### src/chained_hash_find_or_insert_defines.svh
// ---------------------------------------------------------------------------
// Assertion macros used by the hash table engine (chfi_engine)
// ---------------------------------------------------------------------------
`ifndef CHAINED_HASH_FIND_OR_INSERT_DEFINES_SVH
`define CHAINED_HASH_FIND_OR_INSERT_DEFINES_SVH

// same-cycle implication, disabled during reset
`define CHFI_ASSERT_NOW(label, ante, cons, msg) \
  label: assert property (@(posedge clk) disable iff (!rst_n) (ante) |-> (cons)) \
    else $error(msg);

// next-cycle implication, disabled during reset
`define CHFI_ASSERT_NEXT(label, ante, cons, msg) \
  label: assert property (@(posedge clk) disable iff (!rst_n) (ante) |=> (cons)) \
    else $error(msg);

`endif

### src/chfi_pkg.sv
`timescale 1ns / 1ps
// ---------------------------------------------------------------------------
// chfi_pkg
// Types and sizing constants for the chained hash find-or-insert block.
// ---------------------------------------------------------------------------
package chfi_pkg;

  localparam int ENTRIES    = 64;
  localparam int SLOTS      = 16;
  localparam int VALUE_BITS = 16;

  localparam int IDX_W  = $clog2(ENTRIES);
  localparam int SLOT_W = (SLOTS > 1) ? $clog2(SLOTS) : 1;
  localparam int STEP_W = $clog2(ENTRIES + 1);

  localparam int HASH_W   = 32;
  localparam int INVAL_W  = 16;
  localparam int OUTVAL_W = 16;
  localparam int SLOTID_W = 6;

  localparam int FIFO_DEPTH = 2;
  localparam int FIFO_PTR_W = (FIFO_DEPTH > 1) ? $clog2(FIFO_DEPTH) : 1;
  localparam int FIFO_CNT_W = $clog2(FIFO_DEPTH + 1);

  typedef enum logic [1:0] {
    MODE_LOOKUP = 2'd0,
    MODE_DEFINE = 2'd1,
    MODE_CLEAR  = 2'd2,
    MODE_RSVD   = 2'd3
  } mode_t;

  typedef enum logic [1:0] {
    ST_OK    = 2'd0,
    ST_UNDEF = 2'd1,
    ST_DUP   = 2'd2,
    ST_FULL  = 2'd3
  } status_t;

  typedef enum logic [1:0] {
    OP_FIND,
    OP_DEFINE,
    OP_CLEAR,
    OP_NOP
  } op_t;

  typedef enum logic [3:0] {
    ES_IDLE,
    ES_CLEAR,
    ES_WALK,
    ES_CMP,
    ES_ALLOC,
    ES_POP,
    ES_ACT,
    ES_VAL,
    ES_RESULT
  } eng_state_t;

  typedef struct packed {
    mode_t                mode;
    logic [HASH_W-1:0]    name_hash;
    logic [INVAL_W-1:0]   value;
  } in_t;

  typedef struct packed {
    status_t              status;
    logic [OUTVAL_W-1:0]  found_value;
    logic [SLOTID_W-1:0]  entry_slot;
  } out_t;

  typedef struct packed {
    op_t                   op;
    logic [SLOT_W-1:0]     slot;
    logic [HASH_W-1:0]     hash;
    logic [VALUE_BITS-1:0] value;
  } cmd_t;

endpackage

### src/chained_hash_find_or_insert.sv
`timescale 1ns / 1ps
// ---------------------------------------------------------------------------
// chained_hash_find_or_insert
// Find-or-insert of 32-bit name hashes in a chained hash table with a free list.
// ---------------------------------------------------------------------------
// Usage:
//   in_*  : one transaction per request {mode, name_hash, value}; lookup,
//           define or clear of the whole table (mode three is a no-op).
//   out_* : exactly one result per request {status, found_value, entry_slot},
//           in request order.
//   Both channels are valid/ready; a transaction moves when both are high.
// Timing:
//   An input register and a two-deep command queue feed the table engine, so
//   requests keep being taken while the engine works or a result waits.
//   Engine time per request grows with the number of other chain entries walked
//   before a hit (a lookup hit adds a value read); a miss walks the whole
//   chain, and a full table skips the free-list pop.
//   Each chain step is one memory read and one compare.
// Reset / stall:
//   rst_n (synchronous) empties the table at once: no chains, entry 1 at the
//   free list head, nothing defined. A stalled out_ready holds the result
//   register; the engine stops at its next result and the queue fills.
// ---------------------------------------------------------------------------
module chained_hash_find_or_insert (
  input  logic            clk,
  input  logic            rst_n,
  input  logic            in_valid,
  output logic            in_ready,
  input  chfi_pkg::in_t   in_data,
  output logic            out_valid,
  input  logic            out_ready,
  output chfi_pkg::out_t  out_data
);

  logic           fr_valid, fr_ready;
  chfi_pkg::cmd_t fr_cmd;
  logic           q_valid, q_ready;
  chfi_pkg::cmd_t q_cmd;

  chfi_front u_front (
    .clk       (clk),
    .rst_n     (rst_n),
    .in_valid  (in_valid),
    .in_ready  (in_ready),
    .in_data   (in_data),
    .cmd_valid (fr_valid),
    .cmd_ready (fr_ready),
    .cmd       (fr_cmd)
  );

  chfi_fifo u_fifo (
    .clk        (clk),
    .rst_n      (rst_n),
    .push_valid (fr_valid),
    .push_ready (fr_ready),
    .push_data  (fr_cmd),
    .pop_valid  (q_valid),
    .pop_ready  (q_ready),
    .pop_data   (q_cmd)
  );

  chfi_engine u_engine (
    .clk       (clk),
    .rst_n     (rst_n),
    .cmd_valid (q_valid),
    .cmd_ready (q_ready),
    .cmd       (q_cmd),
    .out_valid (out_valid),
    .out_ready (out_ready),
    .out_data  (out_data)
  );

endmodule

### src/chfi_front.sv
`timescale 1ns / 1ps
// ---------------------------------------------------------------------------
// chfi_front
// Input stage: takes a transaction, decodes the mode and picks the slot.
// ---------------------------------------------------------------------------
module chfi_front (
  input  logic            clk,
  input  logic            rst_n,
  input  logic            in_valid,
  output logic            in_ready,
  input  chfi_pkg::in_t   in_data,
  output logic            cmd_valid,
  input  logic            cmd_ready,
  output chfi_pkg::cmd_t  cmd
);

  logic           vld_r, vld_nxt;
  chfi_pkg::cmd_t cmd_r, cmd_nxt;
  chfi_pkg::cmd_t decoded;

  always_comb begin
    case (in_data.mode)
      chfi_pkg::MODE_LOOKUP: decoded.op = chfi_pkg::OP_FIND;
      chfi_pkg::MODE_DEFINE: decoded.op = chfi_pkg::OP_DEFINE;
      chfi_pkg::MODE_CLEAR:  decoded.op = chfi_pkg::OP_CLEAR;
      default:               decoded.op = chfi_pkg::OP_NOP;
    endcase
    decoded.slot  = chfi_pkg::SLOT_W'(in_data.name_hash &
                                      chfi_pkg::HASH_W'(chfi_pkg::SLOTS - 1));
    decoded.hash  = in_data.name_hash;
    decoded.value = chfi_pkg::VALUE_BITS'(in_data.value);
  end

  assign in_ready  = !vld_r || cmd_ready;
  assign cmd_valid = vld_r;
  assign cmd       = cmd_r;

  always_comb begin
    vld_nxt = in_ready ? in_valid : vld_r;
    cmd_nxt = (in_valid && in_ready) ? decoded : cmd_r;
  end

  always_ff @(posedge clk) begin
    if (!rst_n) begin
      vld_r <= 1'b0;
    end else begin
      vld_r <= vld_nxt;
    end
    cmd_r <= cmd_nxt;
  end

endmodule

### src/chfi_fifo.sv
`timescale 1ns / 1ps
// ---------------------------------------------------------------------------
// chfi_fifo
// Short command queue between the input stage and the table engine.
// ---------------------------------------------------------------------------
module chfi_fifo (
  input  logic            clk,
  input  logic            rst_n,
  input  logic            push_valid,
  output logic            push_ready,
  input  chfi_pkg::cmd_t  push_data,
  output logic            pop_valid,
  input  logic            pop_ready,
  output chfi_pkg::cmd_t  pop_data
);

  chfi_pkg::cmd_t                   mem_r [chfi_pkg::FIFO_DEPTH];
  logic [chfi_pkg::FIFO_PTR_W-1:0]  wr_ptr_r, wr_ptr_nxt;
  logic [chfi_pkg::FIFO_PTR_W-1:0]  rd_ptr_r, rd_ptr_nxt;
  logic [chfi_pkg::FIFO_CNT_W-1:0]  cnt_r, cnt_nxt;
  logic                             do_push, do_pop;

  assign push_ready = (cnt_r != chfi_pkg::FIFO_CNT_W'(chfi_pkg::FIFO_DEPTH));
  assign pop_valid  = (cnt_r != '0);
  assign pop_data   = mem_r[rd_ptr_r];
  assign do_push    = push_valid && push_ready;
  assign do_pop     = pop_valid && pop_ready;

  always_comb begin
    wr_ptr_nxt = wr_ptr_r;
    rd_ptr_nxt = rd_ptr_r;
    cnt_nxt    = cnt_r;
    if (do_push) begin
      wr_ptr_nxt = (wr_ptr_r == chfi_pkg::FIFO_PTR_W'(chfi_pkg::FIFO_DEPTH - 1)) ?
                   '0 : wr_ptr_r + 1'b1;
    end
    if (do_pop) begin
      rd_ptr_nxt = (rd_ptr_r == chfi_pkg::FIFO_PTR_W'(chfi_pkg::FIFO_DEPTH - 1)) ?
                   '0 : rd_ptr_r + 1'b1;
    end
    if (do_push && !do_pop) begin
      cnt_nxt = cnt_r + 1'b1;
    end else if (do_pop && !do_push) begin
      cnt_nxt = cnt_r - 1'b1;
    end
  end

  always_ff @(posedge clk) begin
    if (!rst_n) begin
      wr_ptr_r <= '0;
      rd_ptr_r <= '0;
      cnt_r    <= '0;
    end else begin
      wr_ptr_r <= wr_ptr_nxt;
      rd_ptr_r <= rd_ptr_nxt;
      cnt_r    <= cnt_nxt;
    end
    if (do_push) begin
      mem_r[wr_ptr_r] <= push_data;
    end
  end

endmodule

### src/chfi_engine.sv
`timescale 1ns / 1ps
// ---------------------------------------------------------------------------
// chfi_engine
// Table engine: walks a slot chain, pops the free list on a miss, applies
// lookup / define / clear and holds the result in an output register.
// ---------------------------------------------------------------------------
`include "chained_hash_find_or_insert_defines.svh"

module chfi_engine (
  input  logic            clk,
  input  logic            rst_n,
  input  logic            cmd_valid,
  output logic            cmd_ready,
  input  chfi_pkg::cmd_t  cmd,
  output logic            out_valid,
  input  logic            out_ready,
  output chfi_pkg::out_t  out_data
);

  localparam int IW = chfi_pkg::IDX_W;

  chfi_pkg::eng_state_t            state_r, state_nxt;
  chfi_pkg::cmd_t                  cmd_r, cmd_nxt;
  logic [IW-1:0]                   idx_r, idx_nxt;
  logic [chfi_pkg::STEP_W-1:0]     steps_r, steps_nxt;
  logic [IW-1:0]                   free_head_r, free_head_nxt;
  logic [IW-1:0]                   chain_heads_r [chfi_pkg::SLOTS];
  logic [chfi_pkg::ENTRIES-1:0]    defined_r;
  logic [chfi_pkg::ENTRIES-1:0]    link_vld_r;
  chfi_pkg::status_t               res_status_r, res_status_nxt;
  logic [chfi_pkg::OUTVAL_W-1:0]   res_value_r, res_value_nxt;
  logic                            out_valid_r, out_valid_nxt;
  chfi_pkg::out_t                  out_data_r;

  // table memories
  logic [chfi_pkg::HASH_W-1:0]     hash_mem [chfi_pkg::ENTRIES];
  logic [IW-1:0]                   link_mem [chfi_pkg::ENTRIES];
  logic [chfi_pkg::VALUE_BITS-1:0] val_mem  [chfi_pkg::ENTRIES];

  logic [IW-1:0]                   rd_addr;
  logic [chfi_pkg::HASH_W-1:0]     hash_q;
  logic [IW-1:0]                   link_q, link_addr_q;
  logic                            link_vld_q;
  logic [chfi_pkg::VALUE_BITS-1:0] val_q;
  logic [IW-1:0]                   link_rd;

  logic                            clear_all, load_out;
  logic                            link_we, hash_we, val_we, head_we, def_set;

  // an entry whose link was never rewritten still points at its successor
  assign link_rd = link_vld_q ? link_q :
                   (link_addr_q == IW'(chfi_pkg::ENTRIES - 1)) ? '0 : link_addr_q + 1'b1;

  assign out_valid = out_valid_r;
  assign out_data  = out_data_r;

  always_comb begin
    state_nxt      = state_r;
    cmd_nxt        = cmd_r;
    idx_nxt        = idx_r;
    steps_nxt      = steps_r;
    free_head_nxt  = free_head_r;
    res_status_nxt = res_status_r;
    res_value_nxt  = res_value_r;
    cmd_ready      = 1'b0;
    rd_addr        = idx_r;
    clear_all      = 1'b0;
    load_out       = 1'b0;
    link_we        = 1'b0;
    hash_we        = 1'b0;
    val_we         = 1'b0;
    head_we        = 1'b0;
    def_set        = 1'b0;

    case (state_r)
      chfi_pkg::ES_IDLE: begin
        cmd_ready = 1'b1;
        if (cmd_valid) begin
          cmd_nxt        = cmd;
          res_status_nxt = chfi_pkg::ST_OK;
          res_value_nxt  = '0;
          idx_nxt        = '0;
          steps_nxt      = '0;
          case (cmd.op)
            chfi_pkg::OP_CLEAR: state_nxt = chfi_pkg::ES_CLEAR;
            chfi_pkg::OP_NOP:   state_nxt = chfi_pkg::ES_RESULT;
            default: begin
              idx_nxt   = chain_heads_r[cmd.slot];
              state_nxt = chfi_pkg::ES_WALK;
            end
          endcase
        end
      end
      chfi_pkg::ES_CLEAR: begin
        clear_all = 1'b1;
        state_nxt = chfi_pkg::ES_RESULT;
      end
      chfi_pkg::ES_WALK: begin
        if (idx_r == '0 || steps_r == chfi_pkg::STEP_W'(chfi_pkg::ENTRIES)) begin
          state_nxt = chfi_pkg::ES_ALLOC;
        end else begin
          state_nxt = chfi_pkg::ES_CMP;
        end
      end
      chfi_pkg::ES_CMP: begin
        if (hash_q == cmd_r.hash) begin
          state_nxt = chfi_pkg::ES_ACT;
        end else begin
          idx_nxt   = link_rd;
          steps_nxt = steps_r + 1'b1;
          state_nxt = chfi_pkg::ES_WALK;
        end
      end
      chfi_pkg::ES_ALLOC: begin
        rd_addr = free_head_r;
        if (free_head_r == '0) begin
          res_status_nxt = chfi_pkg::ST_FULL;
          idx_nxt        = '0;
          state_nxt      = chfi_pkg::ES_RESULT;
        end else begin
          state_nxt = chfi_pkg::ES_POP;
        end
      end
      chfi_pkg::ES_POP: begin
        // pop free head and push it at the front of the slot chain
        free_head_nxt = link_rd;
        link_we       = 1'b1;
        hash_we       = 1'b1;
        head_we       = 1'b1;
        idx_nxt       = free_head_r;
        state_nxt     = chfi_pkg::ES_ACT;
      end
      chfi_pkg::ES_ACT: begin
        state_nxt = chfi_pkg::ES_RESULT;
        if (defined_r[idx_r]) begin
          if (cmd_r.op == chfi_pkg::OP_FIND) begin
            state_nxt = chfi_pkg::ES_VAL;
          end else begin
            res_status_nxt = chfi_pkg::ST_DUP;
          end
        end else if (cmd_r.op == chfi_pkg::OP_FIND) begin
          res_status_nxt = chfi_pkg::ST_UNDEF;
        end else begin
          val_we  = 1'b1;
          def_set = 1'b1;
        end
      end
      chfi_pkg::ES_VAL: begin
        res_value_nxt = chfi_pkg::OUTVAL_W'(val_q);
        state_nxt     = chfi_pkg::ES_RESULT;
      end
      chfi_pkg::ES_RESULT: begin
        if (!out_valid_r || out_ready) begin
          load_out  = 1'b1;
          state_nxt = chfi_pkg::ES_IDLE;
        end
      end
      default: state_nxt = chfi_pkg::ES_IDLE;
    endcase

    out_valid_nxt = (out_valid_r && !out_ready) || load_out;
  end

  always_ff @(posedge clk) begin
    if (!rst_n) begin
      state_r     <= chfi_pkg::ES_IDLE;
      out_valid_r <= 1'b0;
    end else begin
      state_r     <= state_nxt;
      out_valid_r <= out_valid_nxt;
    end
  end

  // table control state: reset and clear command restore the initial table
  always_ff @(posedge clk) begin
    if (!rst_n || clear_all) begin
      free_head_r <= IW'(1);
      defined_r   <= '0;
      link_vld_r  <= '0;
      for (int s = 0; s < chfi_pkg::SLOTS; s++) begin
        chain_heads_r[s] <= '0;
      end
    end else begin
      free_head_r <= free_head_nxt;
      if (def_set) begin
        defined_r[idx_r] <= 1'b1;
      end
      if (link_we) begin
        link_vld_r[free_head_r] <= 1'b1;
      end
      if (head_we) begin
        chain_heads_r[cmd_r.slot] <= free_head_r;
      end
    end
  end

  always_ff @(posedge clk) begin
    cmd_r        <= cmd_nxt;
    idx_r        <= idx_nxt;
    steps_r      <= steps_nxt;
    res_status_r <= res_status_nxt;
    res_value_r  <= res_value_nxt;
    if (load_out) begin
      out_data_r.status      <= res_status_r;
      out_data_r.found_value <= res_value_r;
      out_data_r.entry_slot  <= chfi_pkg::SLOTID_W'(idx_r);
    end
  end

  always_ff @(posedge clk) begin
    if (hash_we) begin
      hash_mem[free_head_r] <= cmd_r.hash;
    end
    hash_q <= hash_mem[rd_addr];
  end

  always_ff @(posedge clk) begin
    if (link_we) begin
      link_mem[free_head_r] <= chain_heads_r[cmd_r.slot];
    end
    link_q      <= link_mem[rd_addr];
    link_addr_q <= rd_addr;
    link_vld_q  <= link_vld_r[rd_addr];
  end

  always_ff @(posedge clk) begin
    if (val_we) begin
      val_mem[idx_r] <= cmd_r.value;
    end
    val_q <= val_mem[rd_addr];
  end

  `CHFI_ASSERT_NOW(a_pop_not_sentinel, state_r == chfi_pkg::ES_POP, free_head_r != '0, "free list handed out the sentinel entry")
  `CHFI_ASSERT_NEXT(a_pop_to_act, state_r == chfi_pkg::ES_POP, state_r == chfi_pkg::ES_ACT && idx_r != '0, "reserved entry not applied")
  `CHFI_ASSERT_NOW(a_act_real_entry, state_r == chfi_pkg::ES_ACT, idx_r != '0, "action on the sentinel entry")
  `CHFI_ASSERT_NOW(a_walk_bounded, state_r == chfi_pkg::ES_WALK, steps_r <= chfi_pkg::STEP_W'(chfi_pkg::ENTRIES), "chain walk overran its bound")
  `CHFI_ASSERT_NOW(a_full_no_slot, state_r == chfi_pkg::ES_RESULT && res_status_r == chfi_pkg::ST_FULL, idx_r == '0, "full result carries an entry")

endmodule
### config.mk
export PLATFORM = sky130hd
export DESIGN_NAME = chained_hash_find_or_insert
export DESIGN_NICKNAME = d
export VERILOG_FILES = /design/src/chfi_pkg.sv /design/src/chained_hash_find_or_insert.sv /design/src/chfi_front.sv /design/src/chfi_fifo.sv /design/src/chfi_engine.sv
export VERILOG_INCLUDE_DIRS = /design/src /design/src/src
export SDC_FILE = /design/constraint.sdc
export NUM_CORES = 2
export LEC_CHECK = 0
export BUFFER_PORTS_ARGS = -buffer_cell sky130_fd_sc_hd__buf_2
export CAP_MARGIN = 20
export CELL_PAD_IN_SITES_DETAIL_PLACEMENT = 0
export CELL_PAD_IN_SITES_GLOBAL_PLACEMENT = 1
export CORE_ASPECT_RATIO = 1.25
export CORE_UTILIZATION = 50
export CTS_CLUSTER_SIZE = 25
export DETAILED_ROUTE_END_ITERATION = 10
export HOLD_SLACK_MARGIN = 0.1
export PLACE_DENSITY = 0.76
export SLEW_MARGIN = 5
export SYNTH_ARGS = -nofsm -noshare
export SYNTH_HDL_FRONTEND = slang
export SYNTH_SLANG_ARGS = --single-unit
### constraint.sdc
create_clock -name clk -period 13.2 [get_ports clk]
set_input_delay 0 -clock clk [delete_from_list [all_inputs] [get_ports clk]]
set_output_delay 0 -clock clk [all_outputs]
set_load 0.01 [all_outputs]
==> results <==
- The flow ran to the end, and the final reports show no timing, DRC or antenna violations.
- Measured along the y axis, the die boundary spans 623 um.
- The power per standard cell area is 223 nW/um^2.
- The wire length per cell is 33.0 um.
- Derived from the worst setup path, the maximum achievable clock frequency is 0.157 GHz.
- The biggest area consumer among synthesized cells is sky130_fd_sc_hd__edfxtp_1.
- For this configuration, the core starts out at a cell density of 0.504.
- The number of endpoints with negative hold slack in the final report is 0.
- The area fraction in and, or, nand and nor cells after synthesis is 0.0809.
- The number of vias per cell is 6.46.
- The area growth from synthesis to layout is 13.3%.
- The initial DRC count is 13300.
- The launching element type of the critical path is a flip-flop.
- The standard cell core area is 306000 sq um.
- At the worst endpoint, the arrival time is 7130 ps.
- In this run the worst hold path is classified as in -> reg.
- The count of nets left with antenna violations once routing finished came out at 0.
- After legalization and detailed placement, the total HPWL measured 247000 um.
- The CTS sink count is 4017.
- TritonCTS created 378 clock buffers.
- The endpoint kind of the worst setup timing path is a flip-flop.
- After synthesis, the share of flip-flops with an asynchronous set or reset is 0.
- For this run, the leading register cell type out of synthesis is sky130_fd_sc_hd__edfxtp_1.
- The initial antenna violation count came to 23.
- The total number of vias is 91800.
- The number of global-route vias before repair is 89300.
- The proportion of synthesized chip area in sequential cells is 0.767.
- The number of cells produced by synthesis is 9576.
- The area of the die is 311000 sq um.
- The source-to-sink clock delay at the later pin of the worst-skew pair is 920 ps.
- Across the run, the number of max-cap violations was 0.
- After synthesis, the share of cell area in mux cells is 0.0801.
- The final-stage net count is 9941.
- After synthesis, the cell types taking the most area are sky130_fd_sc_hd__edfxtp_1, sky130_fd_sc_hd__nand2_1, sky130_fd_sc_hd__mux2i_1.
- Port buffering added 79 buffers.
- The clock period minus final worst setup slack is 6380 ps.
- After floorplanning, the core was divided into 227 placement rows.
- The number of gates given a new drive strength after cts is 0.
- During I/O placement, the number of pins put on the boundary was 80.
- The total number of yosys warnings is 0.
- The synthesized netlist occupies a cell area of 154000 sq um.
- The worst setup timing slack at the placement stage is 6870 ps.
- The clock arrives with 53.0 ps of skew.
- The post-synthesis cell type count is 64.
- Setup violations remaining at the end of the flow were counted as 0.
- In the final layout, the share of cells above drive strength 1 is 0.144.
- Headroom to the max-slew limit came out at 0.154.
- The cell with the most instances after synthesis is sky130_fd_sc_hd__edfxtp_1.
- The clock tree from TritonCTS is done.
- The type of the worst setup path is reg -> reg.
- Setup repair after global routing left no endpoint under its margin.
- The post-CTS clock slew at the launch and capture registers of the worst setup and hold paths is 70 ps.
- The global-route wire length before repair is 655000 um.
- The number of flops mapped to enable cells by yosys is 3807.
- The number of nets in the synthesized netlist is 9634.
- In the routed design, unresolved DRC markers number 0.
- The total number of H-tree levels is 5.
- The average instance in the mapped netlist occupies 16.1 sq um.
- The total routed wirelength is 469000 um.
- The synthesized-area fraction occupied by ao, oa, aoi and oai cells is 0.0513.
- The required time at the worst-slack endpoint is 13950 ps.
- The number of iterations in the first detailed-routing pass is 6.
- Of the post-synthesis cell area, the dominant cell type holds 0.740.
- The congestion estimate from routability-driven global placement came to 0.848.
- The number of hold buffers added after CTS was 107.
- The die width is 499 um.
- By area, the combinational part of the netlist is dominated by simple AND/OR/NAND/NOR gates.
- In the post-route analysis, the smallest setup slack over all paths is 6820 ps.
- After clock tree synthesis, the setup repair step added 0 buffers.
- The maximum number of pins on one net before global-route repair is 172.
- Global routing finished with a remaining overflow of 0.
- The synthesized design contains 4017 register bits.
- The fraction of the cycle the final worst path needs is 0.483.
- Of the total synthesized cell area, the portion taken by full adders, half adders and majority gates is 0.000324.
- The final-report max-slew violation count came to 0.
- The clock tree root driver cell is sky130_fd_sc_hd__clkbuf_16.
- The setup TNS is 0 ps.
- The clock tree buffer depth is 4.
- In this run the worst path has a maximum fanout of 67.
- The worst supply voltage drop on vdd is 0.221 mV.
- For this design the static power due to leakage is 58.2 nW.
- At the pin with the least slew margin, the transition time is 1270 ps.
- The combined global-route utilization of all metal layers is 0.297.
- Counting instances in the post-synthesis netlist gives the leading cell types as sky130_fd_sc_hd__edfxtp_1, sky130_fd_sc_hd__nand2_1, sky130_fd_sc_hd__mux2i_1, sky130_fd_sc_hd__nand3_1, sky130_fd_sc_hd__clkbuf_1.
- Of the total synthesized cell area, the portion taken by XOR and XNOR cells is 0.00244.
through the flow:
stage | cell area (sq um) | instances | hold WS, ps | total power [mW] | utilization
final | 175000 | 14200 | 153 | 39.0 | 0.571
after CTS | 175000 | 14200 | 104 | 38.9 | 0.570
after detailed placement | 161000 | 13400 | 178 | 27.8 | 0.525
after global placement | 161000 | 13400 | 177 | 27.6 | 0.525
after floorplan | 154000 | 9576 | 98.9 | 23.3 | -
after global routing | 175000 | 14200 | 148 | 40.1 | 0.571
layout make-up:
type                    count  area [sq um]
flip-flops and latches   4017        119000
clock buffers             505         10500
inverters                  15          82.6
fillers                 22800        131000
well taps                4007          5010
diodes                     10          25.0
clock inverters           188          2110
multi-input cells        4939         34400
repair buffers            532          4390
power breakdown:
group | switching (mW) | internal, mW | total (mW)
combinational | 8.26 | 3.26 | 11.5
sequential | 0.317 | 16.0 | 16.3
clock | 4.71 | 6.44 | 11.2
critical path, stage by stage (launching register included):
cell	delay (ps)
sky130_fd_sc_hd__dfxtp_1	660
sky130_fd_sc_hd__or4b_1	520
sky130_fd_sc_hd__buf_4	270
sky130_fd_sc_hd__mux2i_4	180
sky130_fd_sc_hd__buf_4	420
sky130_fd_sc_hd__buf_4	670
sky130_fd_sc_hd__buf_4	820
sky130_fd_sc_hd__buf_4	850
sky130_fd_sc_hd__mux4_2	600
sky130_fd_sc_hd__a2111oi_0	900
sky130_fd_sc_hd__nor4_1	100
kinds of logic (layout without fill, tap and decap cells):
kind of cell	after synthesis	in the layout
flip-flops	4017	4017
AND/OR/NAND/NOR	2849	2849
AO/OA/AOI/OAI	1141	1141
multiplexers	902	902
buffers and inverters	620	1240
XOR/XNOR	43	43
adder cells (fa/ha/maj)	4	4
other	0	10
flip-flops by register name, indices dropped and copies added, names as in the netlist, 7 cells and up, named ones only:
register                flops
u_engine.steps_r            7
u_fifo.mem_r              100
u_engine.val_mem         1024
u_engine.defined_r         64
u_front.cmd                50
u_engine.res_value_r       16
u_engine.hash_mem        2048
u_engine.link_mem         384
u_engine.hash_q            32
u_engine.val_q             16
u_engine.link_vld_r        64
u_engine.chain_heads_r     96
u_engine.cmd_r             50
u_engine.out_data          24
layout by cell type (no fill, tap or decap), types with 73 or more instances in the layout:
| cell | netlist | final |
|---|---|---|
| sky130_fd_sc_hd__and3_1 | 136 | 135 |
| sky130_fd_sc_hd__a2111oi_0 | 141 | 119 |
| sky130_fd_sc_hd__a31oi_1 | 137 | 137 |
| sky130_fd_sc_hd__a21oi_1 | 254 | 253 |
| sky130_fd_sc_hd__nand3_1 | 382 | 382 |
| sky130_fd_sc_hd__o22ai_1 | 185 | 185 |
| sky130_fd_sc_hd__a32oi_1 | 124 | 124 |
| sky130_fd_sc_hd__mux2i_1 | 591 | 582 |
| sky130_fd_sc_hd__buf_4 | 45 | 302 |
| sky130_fd_sc_hd__nand2_1 | 1666 | 1663 |
| sky130_fd_sc_hd__clkbuf_1 | 338 | 84 |
| sky130_fd_sc_hd__o21a_1 | 78 | 78 |
| sky130_fd_sc_hd__edfxtp_1 | 3807 | 3807 |
| sky130_fd_sc_hd__buf_2 | 151 | 85 |
| sky130_fd_sc_hd__mux4_2 | 261 | 261 |
| sky130_fd_sc_hd__dfxtp_1 | 210 | 209 |
| sky130_fd_sc_hd__nor4_1 | 140 | 83 |
| sky130_fd_sc_hd__clkbuf_16 | 0 | 390 |
| sky130_fd_sc_hd__and2_1 | 120 | 119 |
| sky130_fd_sc_hd__clkinv_2 | 0 | 73 |
| sky130_fd_sc_hd__dlygate4sd3_1 | 0 | 107 |
| sky130_fd_sc_hd__nor2_1 | 277 | 209 |
final timing paths:
check | startpoint | endpoint | slack [ps] | cells after the start
min reg2reg | u_engine.res_value_r[6]$_SDFFCE_PN0P_ | u_engine.out_data[12]$_DFFE_PP_ | 430 | 0
max | u_engine.state_r[2]$_SDFFE_PN0P_ | u_engine.hash_q[17]$_DFF_P_ | 6820 | 10
max reg2reg | u_engine.state_r[2]$_SDFFE_PN0P_ | u_engine.hash_q[17]$_DFF_P_ | 6820 | 10
min | out_ready | u_engine.out_valid$_SDFF_PN0_ | 150 | 4
routing by layer:
metal / track usage / vias up / routed length [um]
li1: - / 37800 / -
met1: 0.383 / 47000 / 168000
met2: 0.480 / 5765 / 225000
met3: 0.0551 / 1217 / 48500
met4: 0.154 / 8 / 26800
met5: 0 / - / 57
(Power assumes the default switching activity.)
